### config.mk
export PLATFORM = sky130hd
export DESIGN_NAME = lspm_cordic_pair
export DESIGN_NICKNAME = d
export VERILOG_FILES = /design/src/rtl/core/lspm_pkg.sv /design/src/rtl/core/lspm_cordic_pair.sv
export SDC_FILE = /design/constraint.sdc
export NUM_CORES = 1
export LEC_CHECK = 0
export BUFFER_PORTS_ARGS = -buffer_cell sky130_fd_sc_hd__clkbuf_2
export CORE_MARGIN = 2
export CORE_UTILIZATION = 42
export DETAILED_ROUTE_END_ITERATION = 10
export PLACE_DENSITY_LB_ADDON = 0.15
export SLEW_MARGIN = 20
export SYNTH_ARGS = -nofsm -noshare
export SYNTH_HDL_FRONTEND = slang
export SYNTH_SLANG_ARGS = --single-unit
### constraint.sdc
create_clock -name clock -period 8.4 [get_ports clock]
set_input_delay 1.68 -clock clock [delete_from_list [all_inputs] [get_ports clock]]
set_output_delay 1.68 -clock clock [all_outputs]
set_load 0.01 [all_outputs]
### src/rtl/core/lspm_pkg.sv
// ----------------------------------------------------------------------------
// lspm_pkg
// Shared types and constants for the laser scan polar-to-map converter.
// ----------------------------------------------------------------------------
package lspm_pkg;

   // register indexes on the csr port
   localparam logic [2:0] CSR_ANGLE_STEP = 3'd0;
   localparam logic [2:0] CSR_ROT_XX     = 3'd1;
   localparam logic [2:0] CSR_ROT_XY     = 3'd2;
   localparam logic [2:0] CSR_ROT_YX     = 3'd3;
   localparam logic [2:0] CSR_ROT_YY     = 3'd4;
   localparam logic [2:0] CSR_SHIFT_X    = 3'd5;
   localparam logic [2:0] CSR_SHIFT_Y    = 3'd6;

   localparam int CSR_INDEX_W = 3;
   localparam int CSR_DATA_W  = 32;

   localparam logic [31:0] ONE_Q30 = 32'h4000_0000;

   // CORDIC datapath: Q1.30 with headroom
   localparam int CORDIC_W     = 34;
   localparam int CORDIC_STEPS = 30;
   localparam int CORDIC_PAIRS = CORDIC_STEPS / 2;
   localparam logic signed [CORDIC_W-1:0] CORDIC_INV_GAIN = 34'sd652032874;

   // round(2^32 * atan(2^-i) / (2*pi))
   localparam logic signed [CORDIC_W-1:0] ATAN_TURN [0:CORDIC_STEPS-1] = '{
      34'sd536870912, 34'sd316933406, 34'sd167458907, 34'sd85004756,
      34'sd42667331,  34'sd21354465,  34'sd10679838,  34'sd5340245,
      34'sd2670163,   34'sd1335087,   34'sd667544,    34'sd333772,
      34'sd166886,    34'sd83443,     34'sd41722,     34'sd20861,
      34'sd10430,     34'sd5215,      34'sd2608,      34'sd1304,
      34'sd652,       34'sd326,       34'sd163,       34'sd81,
      34'sd41,        34'sd20,        34'sd10,        34'sd5,
      34'sd3,         34'sd1
   };

   // sensor frame and map frame widths
   localparam int RANGE_W = 16;
   localparam int TAG_W   = 12;
   localparam int PROD_W  = RANGE_W + 1 + CORDIC_W;   // range * cos
   localparam int PX_W    = 27;                       // Q.8 mm, |px| < 2^25
   localparam int ROT_W   = 32;
   localparam int MAP_W   = 32;
   localparam int RPROD_W = ROT_W + PX_W;             // rot * px
   localparam int MM_W    = RPROD_W + 1 - 38;         // rounded whole mm

   // one word moving through the CORDIC stages
   typedef struct packed {
      logic                valid;
      logic [TAG_W-1:0]    tag;
      logic [RANGE_W-1:0]  range_mm;
      logic                flip;
      logic [CORDIC_W-1:0] x;
      logic [CORDIC_W-1:0] y;
      logic [CORDIC_W-1:0] z;
   } cordic_item_type;

endpackage

### src/rtl/core/lspm_cordic_pair.sv
// ----------------------------------------------------------------------------
// lspm_cordic_pair
// Two rotation-mode CORDIC iterations followed by one pipeline register.
// ----------------------------------------------------------------------------
module lspm_cordic_pair #(
   parameter int FIRST_STEP = 0
) (
   input  logic                      clock,
   input  logic                      reset,
   input  logic                      advance,
   input  lspm_pkg::cordic_item_type prev_item,
   output lspm_pkg::cordic_item_type item_ff
);

   localparam int STEP_A = FIRST_STEP;
   localparam int STEP_B = FIRST_STEP + 1;

   lspm_pkg::cordic_item_type item_in;

   logic signed [lspm_pkg::CORDIC_W-1:0] x0, y0, z0, x1, y1, z1, x2, y2, z2;

   always_comb begin
      x0 = $signed(prev_item.x);
      y0 = $signed(prev_item.y);
      z0 = $signed(prev_item.z);

      if (!z0[lspm_pkg::CORDIC_W-1]) begin
         x1 = x0 - (y0 >>> STEP_A);
         y1 = y0 + (x0 >>> STEP_A);
         z1 = z0 - lspm_pkg::ATAN_TURN[STEP_A];
      end else begin
         x1 = x0 + (y0 >>> STEP_A);
         y1 = y0 - (x0 >>> STEP_A);
         z1 = z0 + lspm_pkg::ATAN_TURN[STEP_A];
      end

      if (!z1[lspm_pkg::CORDIC_W-1]) begin
         x2 = x1 - (y1 >>> STEP_B);
         y2 = y1 + (x1 >>> STEP_B);
         z2 = z1 - lspm_pkg::ATAN_TURN[STEP_B];
      end else begin
         x2 = x1 + (y1 >>> STEP_B);
         y2 = y1 - (x1 >>> STEP_B);
         z2 = z1 + lspm_pkg::ATAN_TURN[STEP_B];
      end

      item_in   = prev_item;
      item_in.x = x2;
      item_in.y = y2;
      item_in.z = z2;
   end

   always_ff @(posedge clock) begin
      if (reset) begin
         item_ff.valid <= 1'b0;
      end else if (advance) begin
         item_ff.valid <= item_in.valid;
      end
      if (advance) begin
         item_ff.tag      <= item_in.tag;
         item_ff.range_mm <= item_in.range_mm;
         item_ff.flip     <= item_in.flip;
         item_ff.x        <= item_in.x;
         item_ff.y        <= item_in.y;
         item_ff.z        <= item_in.z;
      end
   end

endmodule

== After elaboration in Yosys (flattened, before gate mapping) ==
Index checks and enable logic that the tools add are counted.

* Flip-flop bits (word level): 132
* Bits in latches: 0
* Memory bits (writable): 0
* Bits in read-only memories: 0
* Input port bits: 135
* Output and inout port bits: 132
* Logic and storage cells: 24
* Memories kept: 0

* $add $sub $neg: 11
* $mul: 0
* Divide/modulo/power cells: 0
* $lt $le $gt $ge: 0
* Equality and inequality tests: 0
* Shifts and indexed selects: 0
* Multiplexer cells: 6
* Bitwise operators: 0
* Reductions and logical operators: 0

{| class="wikitable"
|+ Operators with widths
! cell !! count
|-
| two-way mux 34 bit || 6
|-
| adder 34 x 33 -> 34 bit || 2
|-
| subtractor 34 x 33 -> 34 bit || 2
|-
| subtractor 34 bit || 2
|-
| adder 34 x 30 -> 34 bit (second input constant) || 1
|-
| adder 34 x 31 -> 34 bit (second input constant) || 1
|-
| adder 34 bit || 1
|-
| subtractor 34 x 30 -> 34 bit (second input constant) || 1
|-
| subtractor 34 x 31 -> 34 bit (second input constant) || 1
|}

== Longest topological paths before layout ==
* Word-level depth: 4
* Depth in mapped cells: 29
* Gate-level depth less buffers: 27

== Least setup slack after synthesis ==
No wires, ideal clock.

* Path kind: input -> register
* Start point: in prev_item[33] in the netlist's numbering
* End point: reg item_ff[67] in the netlist's numbering, data pin
* Setup time: 268 ps
* Data arrival time: 7642 ps
* Data required time: 8132 ps
* Slack: 490 ps
* Cell stages on the path: 29
* Path through: clkinv_1 -> clkbuf_1 -> buf_1 -> buf_1 -> clkbuf_1 -> ha_1 -> nor2b_1 -> o21ai_0 -> nand2b_1 -> clkbuf_1 -> inv_1 -> clkbuf_1 -> buf_1 -> nor2_1 -> a21oi_1 -> inv_1 -> ha_1 -> nor2b_1 -> o21ai_0 -> nand2b_1 -> a21o_1 -> o31ai_1 -> a31oi_1 -> a21o_1 -> a41o_1 -> a221o_1 -> nand3_1 -> a31o_2 -> xnor3_1

* Longest elaborated chain between the ends: 3
* Elaborated cells between the ends (all ways): 8
* Classes of those cells: add/sub: 4; mux: 4

{| class="wikitable"
|+ RTL lines
! what !! RTL line !! source
|-
| start, declared || lspm_cordic_pair.sv:11 || <nowiki>input lspm_pkg::cordic_item_type prev_item,</nowiki>
|-
| two-way mux 34 bit, or another cell as far along || lspm_cordic_pair.sv:27 || <nowiki>if (!z0[lspm_pkg::CORDIC_W-1]) begin</nowiki>
|-
| adder 34 x 33 -> 34 bit, or another cell as far along || lspm_cordic_pair.sv:39 || <nowiki>y2 = y1 + (x1 >>> STEP_B);</nowiki>
|-
| two-way mux 34 bit (*) || lspm_cordic_pair.sv:37 || <nowiki>if (!z1[lspm_pkg::CORDIC_W-1]) begin</nowiki>
|-
| net y2, one bit || lspm_cordic_pair.sv:20 || <nowiki>logic signed [lspm_pkg::CORDIC_W-1:0] x0, y0, z0, x1, y1, z1, x2, y2, z2;</nowiki>
|-
| end, declared || lspm_cordic_pair.sv:12 || <nowiki>output lspm_pkg::cordic_item_type item_ff</nowiki>
|}

Mark *: on every way through the listed nets, which the timed path passes. The rest lies on a longest branch.
A chain may end at the register's enable or synchronous reset.

== Worst setup path after layout ==
* Start point: in prev_item[34] in the netlist's numbering
* End point: reg item_ff[101] in the netlist's numbering, data pin

* Longest elaborated chain between the ends: 4
* Elaborated cells between the ends (all ways): 8
* Classes of those cells: add/sub: 5; mux: 3

{| class="wikitable"
|+ RTL lines
! what !! RTL line !! source
|-
| subtractor 34 bit, or another cell as far along || lspm_cordic_pair.sv:28 || <nowiki>x1 = x0 - (y0 >>> STEP_A);</nowiki>
|-
| two-way mux 34 bit || lspm_cordic_pair.sv:27 ||
|-
| subtractor 34 x 33 -> 34 bit / adder 34 x 33 -> 34 bit (equally long branches) || lspm_cordic_pair.sv:38, lspm_cordic_pair.sv:42 ||
|-
| two-way mux 34 bit (*) || lspm_cordic_pair.sv:37 ||
|-
| net x2, one bit || lspm_cordic_pair.sv:20 ||
|}

Marked as above.

==> qor.tcl <==
set qor(largest_register) {item_ff}
set qor(largest_reg_flops) 132
set qor(synth_cell_type_count) 88
set qor(cts_buf_count) 17
set qor(yosys_warnings) 0
set qor(cts.hold.buffers_added) 0
set qor(seq_area_frac_synth_pct) 24.2
set qor(placed_cell_area_sq_um) 18400
set qor(cts.sink_count) 132
set qor(floorplan.die.height_um) 201
set qor(grt_antenna_before_repair) 0
set qor(remaining_drc_errors) 0
set qor(end_kind) {register}
set qor(final_net_count) 2569
set qor(worstPathArrival_ns) 8.15
set qor(grtUsageTotal_pct) 24.8
set qor(total_wirelength_um) 51100
set qor(core-area_sq_um) 38500
set qor(num_antenna_cells) 0
set qor(place_hpwl_um) 42300
set qor(dr_total_vias) 15600
set qor(worst-r2r-setup-slack_ns) 7.80
set qor(worst_case_setup_margin_in_the_final_layout_ns) 0.424
set qor(synth-async-reset-ratio_pct) 0
set qor(finalHoldViolCount) 0
set qor(tightestPinTransition_ns) 0.889
set qor(firstDrtPassIters) 7
set qor(ant_nets) 0
set qor(initial_core_util_pct) 42.4
set qor(tritoncts) {yes}
set qor(instances_no_fill) 2755
set qor(io_pins) 267
set qor(synth_cell_area_sq_um) 16300
set qor(grt_start_max_net_pins) 96
set qor(final_layout_size_suffix_gt1_share_pct) 17.2
set qor(flow.area_growth_from_synthesis_pct) 16.9
set qor(critPathMaxFanout) 6
set qor(netlist.top_cell.by_area) {sky130_fd_sc_hd__edfxtp_1}
set qor(yosys-top-cells-area) {sky130_fd_sc_hd__edfxtp_1 24%, sky130_fd_sc_hd__ha_1 16%, sky130_fd_sc_hd__xnor2_1 8.1%}
set qor(cts-root-buf) {sky130_fd_sc_hd__clkbuf_16}
set qor(maxCapViolations) 0
set qor(swShare_pct) 42.4
set qor(globalRouteOverflowTotal) 0
set qor(clock_tree.buffer_depth) 2
set qor(postSynthNetCount) 2299
set qor(finalCriticalPeriod_ns) 7.98
set qor(worst-endpoint-required_ns) 8.58
set qor(power.switching_w) 0.00205
set qor(worst-setup-path-type) {in -> reg}
set qor(drt_first_iter_violations) 1201
set qor(postSynth.topFlopCell) {sky130_fd_sc_hd__edfxtp_1}
set qor(hold_path_class) {reg -> reg}
set qor(drt-wirelength-per-cell_um) 18.5
set qor(timing.max_slew.rel_slack_pct) 40.0
set qor(numPortBuffers) 266
set qor(grt_pass1_vias) 15000
set qor(flops_latches_synth) 132
set qor(fmax_ghz) 0.125
set qor(top_flop_regs) {item_ff (132)}
set qor(place.gp.congestion) 0.907
set qor(clk-insertion-delay-late_ns) 0.43
set qor(report.final.slew_viol_count) 0
set qor(fin_worst_skew_ns) 0
set qor(worst_setup_path_start_kind) {primary input}
set qor(clock_power_share_pct) 16.2
set qor(fp.dieArea_sq_um) 40400
set qor(placementRows) 72
set qor(final_core_util_pct) 49.6
set qor(vdd_ir_drop_max_mv) 0.146
set qor(leakagePower_nw) 8.58
set qor(post_drt_via_cell_ratio) 5.68
set qor(grt_first_pass_wirelength_um) 80400
set qor(status) {completed}
set qor(synth-edff-count) 131
set qor(fillcell_total) 3750
set qor(post_synth.cell_area_avg_sq_um) 8.35
set qor(setup_tns_ns) 0
set qor(layout_worst_path_cycle_share_pct) 94.9
set qor(p_int_w) 0.00278
set qor(die_w_um) 201
set qor(post_cts_resized) 0
set qor(sequentialPowerShare_pct) 24.0
set qor(rsz0062_at_grt) {false}
set qor(synthCells) 1954
set qor(comb_power_share_pct) 59.9
set qor(place_inst) 2723
set qor(cts-htree-levels) 4
set qor(post_cts.repair.setup_buffers) 0
set qor(placement.setup.worst_slack_ns) 0.0361
set qor(power.density_cell_area_nw_per_um2) 253
set qor(clkSlewWorstSetupHoldPaths_ns) 0.06
set qor(setup_viol) 0
set qor(proportion_of_netlist_area_held_by_the_largest_area_contributor_pct) 24.1
set qor(layout.cell_area.non_filler_sq_um) 19100
## logic make-up (layout without fill, tap and decap cells)
kind of cell	after synthesis	after routing	synth area share, %
AOI/OAI and AO/OA	661	661	26.5
xor gates and xnor gates	204	204	11.2
adders and majority gates	210	210	16.4
buffers and inverters	224	507	5.24
DFF	132	132	24.2
muxes	10	10	0.621
and+or+nand+nor	513	513	15.8
## layout by cell type (no fill, tap or decap), types with 26 or more instances in the layout
cell                         n
sky130_fd_sc_hd__xnor2_1   151
sky130_fd_sc_hd__edfxtp_1  131
sky130_fd_sc_hd__nand4_1    32
sky130_fd_sc_hd__inv_1     160
sky130_fd_sc_hd__clkbuf_2  264
sky130_fd_sc_hd__a21o_1     70
sky130_fd_sc_hd__xor2_1     50
sky130_fd_sc_hd__nor2_1    141
sky130_fd_sc_hd__nor2b_1    29
sky130_fd_sc_hd__buf_4      44
sky130_fd_sc_hd__nor3_1     36
sky130_fd_sc_hd__o31ai_1    33
sky130_fd_sc_hd__nand2_1   114
sky130_fd_sc_hd__nand3_1    39
sky130_fd_sc_hd__ha_1      203
sky130_fd_sc_hd__o21bai_1   26
sky130_fd_sc_hd__a21oi_1   215
sky130_fd_sc_hd__o21ai_0   116
## power groups by stage
stage | registers (W) | clock network [W] | logic, W
global route | 0.00118 | 0.000823 | 0.00319
detailed placement | 0.00118 | 0 | 0.00285
finish | 0.00116 | 0.000780 | 0.00289
global placement | 0.00117 | 0 | 0.00283
CTS | 0.00116 | 0.000796 | 0.00287
floorplan | 0.00128 | 0 | 0.00190
## final timing paths
kind | start | to | depth (start not counted)
worst max register to register | item_ff[131] | item_ff[131] | 2
worst min-delay path | item_ff[131] | item_ff[131] | 2
worst max-delay path | prev_item[34] | item_ff[101] | 25
worst min register to register | item_ff[131] | item_ff[131] | 2
## synthesized netlist by cell type, drive strengths merged, types with 39 or more instances
cell type	count
a21o	70
clkbuf	42
nand2	114
nand3	39
o21ai	121
xor2	50
ha	203
nor2	141
edfxtp	131
inv	160
a21oi	215
xnor2	152
## cell type report
| cell class | instances | area [sq um] | share of cell area (%) |
|---|---|---|---|
| clock buffer | 17 | 425 | 2.23 |
| clock inverter | 15 | 204 | 1.07 |
| inverter | 163 | 612 | 3.21 |
| multi-input combinational | 1598 | 11500 | 60.4 |
| sequential | 132 | 3950 | 20.7 |
| tap | 518 | 648 | 3.40 |
| timing repair buffer | 312 | 1710 | 8.96 |
## metrics by stage
| stage | hold WS (ns) | power (W) |
|---|---|---|
| 2_1_floorplan | 0.528 | 0.00318 |
| 3_3_place_gp | 0.492 | 0.00400 |
| 3_5_place_dp | 0.500 | 0.00403 |
| 4_1_cts | 0.515 | 0.00483 |
| 5_1_grt | 0.539 | 0.00520 |
| 6_report | 0.513 | 0.00483 |
## routing by layer
| metal | part of all wire (%) | vias to the layer above | GRT usage, % |
|---|---|---|---|
| met5 | 0 | - | 0 |
| li1 | - | 7710 | - |
| met4 | 1.8 | 0 | 6.59 |
| met1 | 48 | 7319 | 35.8 |
| met3 | 6.2 | 53 | 2.75 |
| met2 | 44 | 558 | 39.2 |
## critical path, stage by stage
cell	delay (ns)
sky130_fd_sc_hd__clkbuf_2	0.10
sky130_fd_sc_hd__ha_1	0.23
sky130_fd_sc_hd__fa_1	0.42
sky130_fd_sc_hd__nor2b_1	0.17
sky130_fd_sc_hd__o21bai_1	0.36
sky130_fd_sc_hd__a211oi_2	0.20
sky130_fd_sc_hd__nor3_2	0.48
sky130_fd_sc_hd__mux2i_1	0.18
sky130_fd_sc_hd__xnor2_1	0.20
sky130_fd_sc_hd__or4_4	0.58
sky130_fd_sc_hd__nor4_4	0.29
sky130_fd_sc_hd__and4_1	0.31
sky130_fd_sc_hd__a21oi_1	0.10
sky130_fd_sc_hd__xor2_1	0.18
sky130_fd_sc_hd__ha_1	0.31
sky130_fd_sc_hd__a21oi_1	0.26
sky130_fd_sc_hd__inv_1	0.07
sky130_fd_sc_hd__a2111oi_0	0.36
sky130_fd_sc_hd__o221ai_1	0.21
sky130_fd_sc_hd__a31o_2	0.29
sky130_fd_sc_hd__nand2_1	0.09
sky130_fd_sc_hd__o21ai_0	0.17
sky130_fd_sc_hd__a221oi_1	0.39
sky130_fd_sc_hd__o21ai_0	0.19
sky130_fd_sc_hd__xor3_1	0.36
Power figures use the tool's default switching activity.
